File: config.mk
export PLATFORM = sky130hd
export DESIGN_NAME = fee_ctrl
export DESIGN_NICKNAME = d
export VERILOG_FILES = /design/src/design/fee_pkg.sv /design/src/design/fee_ctrl.sv
export SDC_FILE = /design/constraint.sdc
export NUM_CORES = 1
export LEC_CHECK = 0
export BUFFER_PORTS_ARGS = -buffer_cell sky130_fd_sc_hd__buf_4
export CAP_MARGIN = 40
export CORE_UTILIZATION = 56
export CTS_BUF_LIST = sky130_fd_sc_hd__clkbuf_4
export CTS_CLUSTER_DIAMETER = 50
export DETAILED_ROUTE_END_ITERATION = 7
export GPL_TIMING_DRIVEN = 0
export PLACE_DENSITY = 0.85
export SLEW_MARGIN = 10
export SYNTH_ARGS = -nofsm -noshare
export SYNTH_HDL_FRONTEND = slang
export SYNTH_SLANG_ARGS = --single-unit
File: constraint.sdc
create_clock -name clk -period 2.4 [get_ports clk]
set_input_delay 0.48 -clock clk [delete_from_list [all_inputs] [get_ports clk]]
set_output_delay 0.48 -clock clk [all_outputs]
set_load 0.02 [all_outputs]
File: src/design/fee_pkg.sv
// Shared types, codes and constants of the flash EEPROM emulation core.
package fee_pkg;

  localparam int PAGE_WORDS_DEF = 256;
  localparam int PAGE_COUNT_DEF = 4;
  localparam int WORD_W         = 32;
  localparam int HDR_WORDS      = 4;

  localparam logic [WORD_W-1:0] ERASED_WORD = 32'hFFFF_FFFF;
  localparam logic [WORD_W-1:0] FILL_WORD   = 32'h0000_00FF;

  typedef enum logic [1:0] {
    CMD_GET  = 2'd0,
    CMD_SET  = 2'd1,
    CMD_LOAD = 2'd2,
    CMD_SAVE = 2'd3
  } cmd_t;

  typedef enum logic [1:0] {
    CFG_VERSION = 2'd0,
    CFG_START   = 2'd1,
    CFG_END     = 2'd2
  } cfg_idx_t;

  typedef enum logic [3:0] {
    OP_NONE,
    OP_GET,
    OP_SET,
    OP_SAVE,
    OP_CLEAR,
    OP_FILL,
    OP_LREAD,
    OP_LPASS,
    OP_LFAIL,
    OP_SREAD,
    OP_SHDR,
    OP_SLAST
  } dp_op_t;

  typedef struct packed {
    dp_op_t op;
  } dp_cmd_t;

  typedef struct packed {
    logic page_ok;
  } dp_stat_t;

endpackage

File: src/design/fee_ctrl.sv
// Controller state machine: sequences commands, page scans, copies and sweeps.
module fee_ctrl #(
  parameter int PAGE_WORDS = fee_pkg::PAGE_WORDS_DEF,
  parameter int PAGE_COUNT = fee_pkg::PAGE_COUNT_DEF
) (
  input  logic                          clk,
  input  logic                          rst_n,
  input  logic                          start,
  input  logic [1:0]                    in_cmd,
  output logic                          busy,
  output fee_pkg::dp_cmd_t              cmd,
  input  fee_pkg::dp_stat_t             stat,
  output logic [$clog2(PAGE_WORDS)-1:0] cnt,
  output logic [$clog2(PAGE_COUNT)-1:0] pg
);

  localparam int WA          = $clog2(PAGE_WORDS);
  localparam int PA          = $clog2(PAGE_COUNT);
  localparam int STORE_WORDS = PAGE_WORDS - fee_pkg::HDR_WORDS;

  typedef enum logic [3:0] {
    S_CLEAR,
    S_IDLE,
    S_LSCAN,
    S_LLAST,
    S_LDEC,
    S_FILL,
    S_LFIN,
    S_SCOPY,
    S_SDRAIN,
    S_SHDR,
    S_SLAST
  } state_t;

  state_t          state_r, state_nxt;
  logic [WA-1:0]   cnt_r, cnt_nxt;
  logic [PA-1:0]   pg_r, pg_nxt;
  fee_pkg::dp_op_t op;
  logic            store_end;
  logic            page_end;
  logic            last_page;

  assign store_end = (cnt_r == WA'(STORE_WORDS - 1));
  assign page_end  = (cnt_r == WA'(PAGE_WORDS - 1));
  assign last_page = (pg_r == PA'(PAGE_COUNT - 1));

  always_comb begin
    state_nxt = state_r;
    cnt_nxt   = cnt_r;
    pg_nxt    = pg_r;
    op        = fee_pkg::OP_NONE;
    case (state_r)
      S_CLEAR: begin
        op = fee_pkg::OP_CLEAR;
        if (store_end) begin
          cnt_nxt   = '0;
          state_nxt = S_IDLE;
        end else begin
          cnt_nxt = cnt_r + WA'(1);
        end
      end
      S_IDLE: begin
        if (start) begin
          cnt_nxt = '0;
          case (in_cmd)
            fee_pkg::CMD_GET: op = fee_pkg::OP_GET;
            fee_pkg::CMD_SET: op = fee_pkg::OP_SET;
            fee_pkg::CMD_LOAD: begin
              pg_nxt    = '0;
              state_nxt = S_LSCAN;
            end
            fee_pkg::CMD_SAVE: begin
              op        = fee_pkg::OP_SAVE;
              state_nxt = S_SCOPY;
            end
            default: op = fee_pkg::OP_NONE;
          endcase
        end
      end
      S_LSCAN: begin
        op = fee_pkg::OP_LREAD;
        if (page_end) begin
          cnt_nxt   = '0;
          state_nxt = S_LLAST;
        end else begin
          cnt_nxt = cnt_r + WA'(1);
        end
      end
      S_LLAST: state_nxt = S_LDEC;
      S_LDEC: begin
        if (stat.page_ok) begin
          op        = fee_pkg::OP_LPASS;
          state_nxt = S_IDLE;
        end else if (last_page) begin
          state_nxt = S_FILL;
        end else begin
          pg_nxt    = pg_r + PA'(1);
          state_nxt = S_LSCAN;
        end
      end
      S_FILL: begin
        op = fee_pkg::OP_FILL;
        if (store_end) begin
          cnt_nxt   = '0;
          state_nxt = S_LFIN;
        end else begin
          cnt_nxt = cnt_r + WA'(1);
        end
      end
      S_LFIN: begin
        op        = fee_pkg::OP_LFAIL;
        state_nxt = S_IDLE;
      end
      S_SCOPY: begin
        op = fee_pkg::OP_SREAD;
        if (store_end) begin
          cnt_nxt   = '0;
          state_nxt = S_SDRAIN;
        end else begin
          cnt_nxt = cnt_r + WA'(1);
        end
      end
      S_SDRAIN: state_nxt = S_SHDR;
      S_SHDR: begin
        op = fee_pkg::OP_SHDR;
        if (cnt_r == WA'(2)) begin
          cnt_nxt   = '0;
          state_nxt = S_SLAST;
        end else begin
          cnt_nxt = cnt_r + WA'(1);
        end
      end
      S_SLAST: begin
        op        = fee_pkg::OP_SLAST;
        state_nxt = S_IDLE;
      end
      default: state_nxt = S_IDLE;
    endcase
  end

  always_ff @(posedge clk) begin
    if (!rst_n) begin
      state_r <= S_CLEAR;
      cnt_r   <= '0;
      pg_r    <= '0;
    end else begin
      state_r <= state_nxt;
      cnt_r   <= cnt_nxt;
      pg_r    <= pg_nxt;
    end
  end

  assign busy   = (state_r != S_IDLE);
  assign cmd.op = op;
  assign cnt    = cnt_r;
  assign pg     = pg_r;

  a_pass_ends: assert property (@(posedge clk) disable iff (!rst_n)
    (state_r == S_LDEC && stat.page_ok) |=> (state_r == S_IDLE))
    else $error("load did not finish after a valid page");

  a_long_busy: assert property (@(posedge clk) disable iff (!rst_n)
    (start && !busy && (in_cmd == fee_pkg::CMD_LOAD || in_cmd == fee_pkg::CMD_SAVE))
    |=> busy)
    else $error("load or save accepted without raising busy");

  a_fill_last: assert property (@(posedge clk) disable iff (!rst_n)
    (state_r == S_FILL) |-> last_page)
    else $error("fill started before every page was scanned");

endmodule

==> summary.txt <==
Outcome
  – Status: finished clean

Global routing
  – First-pass GRT wire length: 4130 µm
  – Vias in the first global route: 975
  – Largest net degree at the start of global routing: 11
  – Initial antenna violation count: 0
  – GR Util All Layers: 28.2%
  – GRT overflow: 0

Floorplanning
  – IO Pins: 21
  – Die footprint: 0.00209 mm²
  – Die height: 45.7 µm
  – Starting Density: 60.6%
  – Horiz. Die Dim: 45.7 µm
  – Number of core rows: 15
  – Core area: 0.00176 mm²

Setup path
  – CP endpoint kind: primary output
  – WP data required: 1.92 ns
  – Critical path arrival: 1.82 ns
  – CP peak stage delay: 0.36 ns
  – Crit Path Category: flop to primary output
  – Critical path startpoint category: flop
  – Worst-path maximum fanout: 10
  – Cell with the largest stage delay on the worst path: dfxtp_1
  – Crit path cell chain: clkbuf_1 > clkbuf_2 > nor2b_1 > a21oi_1 > o211ai_1 > buf_4

Yosys
  – Sequential-to-total area share from yosys stat: 26.2%
  – Cell area after synthesis: 0.00107 mm²
  – Top cells by area, synth: dfxtp_1, nor2_1, ha_1
  – Yosys warns: 0
  – Cells after synthesis: 140
  – Yosys cell types: 37
  – Post-synth net total: 151
  – Post-synth top area share: 26.2%
  – Synth Register Bits: 14
  – Syn avg cell area: 7.64 µm²
  – Top cell type by total area after synthesis: dfxtp_1

Clocking
  – CTS Sinks: 14
  – H-tree levels: 1
  – Setup Fix Bufs, Post-CTS: 0
  – CTS Hold Bufs: 0
  – CTS clk-pin slew, worst paths: 0.09 ns
  – CTS Buf Count: 3
  – Worst-skew pair later-pin latency: 0.30 ns
  – Clk root buf: clkbuf_4
  – CTS tree: built
  – Max Buffers Root-to-Sink: 2

STA
  – TNS Setup: 0 ns
  – Post-layout min period: 2.30 ns
  – Fmax: 435 MHz
  – Final setup viols: 0
  – Tightest Pin Transition: 0.556 ns
  – Fin Clk Skew: 0.00981 ns
  – Hold Fails Final Rpt: 0
  – Worst relative slew slack: 62.0%
  – Unrepaired setup endpoints after global routing: false
  – Final clock period utilization by the worst path: 95.8%
  – Max-slew violations: 0

Drt
  – Vias: 1144
  – First drt pass iteration count: 4
  – WL/cell: 13.6 µm
  – Drt first-iter violations: 59
  – Final wirelength: 2560 µm
  – Via density: 6.09
  – # DRC: 0
  – Final ANT Viol Nets: 0

Run
  – Number of max-cap violations: 0

Hold path
  – Tightest Hold Check Type: flop to flop

Cells and area
  – Non-Filler Instances: 188
  – Layout cells sized above 1: 19.6%
  – Area growth, synth to finish: 19.6%
  – Final core occ: 72.6%
  – Final #Nets: 175
  – Antenna Cells: 0
  – Post-route design area: 0.00128 mm²

Placement
  – DP HPWL: 1930 µm
  – DP Cell Count: 184
  – Port bufs: 19
  – Area after DPL: 0.00124 mm²
  – Routability cong.: 0.874

Power and ir drop
  – Tot Pwr: 829 µW
  – Power per cell area: 648 mW/mm²
  – Max IR drop VDD: 584 µV
  – Leak: 0.516 nW
## cell usage in the layout, fill, tap and decap left out, drive strengths merged, types with 2 or more instances in the layout
master   instances
nand3           11
xor2             4
nand2b           5
clkbuf          10
o32ai            2
o2111ai          2
inv              4
nand2            8
nand4            3
o21a             3
and3             2
nor2            20
dfxtp           14
nor3             4
ha               5
buf             20
nor4b            2
o211ai           5
o41ai            2
a21o             2
nor2b            4
o21ai           11
a21oi            8
## path summary, 6_finish.rpt
check                  start          to  slack (ns)  cells past startpoint
setup reg to reg      cnt[0]  state_r[0]        0.18                      7
setup / recovery  state_r[1]      cmd[1]        0.10                      6
hold / removal         pg[1]       pg[1]        0.51                      2
hold reg to reg        pg[1]       pg[1]        0.51                      2
## critical path: cells and delay by family (launching register included)
kind	cells	cell delay, ns
flip-flops	1	0.36
buffers and inverters	3	0.84
AO/OA/AOI/OAI	2	0.26
AND/OR/NAND/NOR	1	0.07
## timing repair
| action | in CTS | in global routing |
|---|---|---|
| endpoints found under the hold margin | 0 | 0 |
| endpoints found under the setup margin | 2 | 4 |
| resized for setup | 2 | 3 |
## synthesized netlist by cell type
| cell | number |
|---|---|
| o211ai_1 | 4 |
| a31oi_1 | 1 |
| nand2_1 | 8 |
| inv_1 | 4 |
| buf_1 | 2 |
| o32ai_1 | 2 |
| and2_1 | 1 |
| xnor2_1 | 1 |
| o41ai_2 | 1 |
| nor2b_1 | 4 |
| and4bb_2 | 1 |
| and3_1 | 2 |
| o41ai_4 | 1 |
| a21oi_1 | 8 |
| nand3_1 | 11 |
| a2111oi_0 | 1 |
| nor2_1 | 20 |
| or2_4 | 1 |
| o21ai_0 | 8 |
| ha_1 | 5 |
| a21boi_1 | 1 |
| a32o_1 | 1 |
| nor4b_1 | 2 |
| o21ai_1 | 3 |
| dfxtp_1 | 14 |
| o21a_1 | 3 |
| nand2b_1 | 5 |
| o211ai_4 | 1 |
| clkbuf_1 | 6 |
| o2111ai_1 | 2 |
| xor2_1 | 4 |
| nor3_1 | 4 |
| o211a_1 | 1 |
| or3_1 | 1 |
| nand4_1 | 3 |
| or4b_4 | 1 |
| a21o_1 | 2 |
## per-stage QoR
step / setup slack, ns / hold slack, ns
floorplan: 0.232 / 0.563
global placement: 0.274 / 0.478
detailed placement: 0.210 / 0.494
CTS: 0.0185 / 0.514
global route: 0.0131 / 0.545
finish: 0.102 / 0.513
## where the power goes
| part | switching [mW] | internal [mW] | leakage [nW] |
|---|---|---|---|
| registers | 0.0262 | 0.257 | 0.113 |
| clock network | 0.0819 | 0.0606 | 0.0154 |
| logic | 0.230 | 0.174 | 0.387 |
| total | 0.338 | 0.491 | 0.516 |
## kinds of logic (layout without fill, tap and decap cells)
family                     after synthesis  after routing  synth area share, %
adders and majority gates                5              5                 5.85
AOI/OAI and AO/OA                       40             40                 28.5
and+or+nand+nor                         64             64                 31.1
DFF                                     14             14                 26.2
xor gates and xnor gates                 5              5                 4.09
buffers and inverters                   12             35                 4.21
## metal layers
metal  up-vias  share of wire [%]  GRT usage, %
met3         2                7.5          5.16
met4         0                1.2          21.2
met5         -                  0             0
li1        559                  -             -
met1       519                 43          34.9
met2        64                 48          42.9
## final cells by class
class | instances | area [µm²]
sequential | 14 | 280
clock buffer | 3 | 22.5
clock inverter | 1 | 3.75
tap | 25 | 31.3
fill | 152 | 484
timing repair buffer | 19 | 143
inverter | 4 | 15.0
multi-input combinational | 114 | 751
buffer | 8 | 33.8
## flip-flops by register name, indices dropped and copies added (netlist names)
register and flops:
pg 2, cnt 8, state_r 4
No activity file was read; power rests on OpenSTA's default activity.
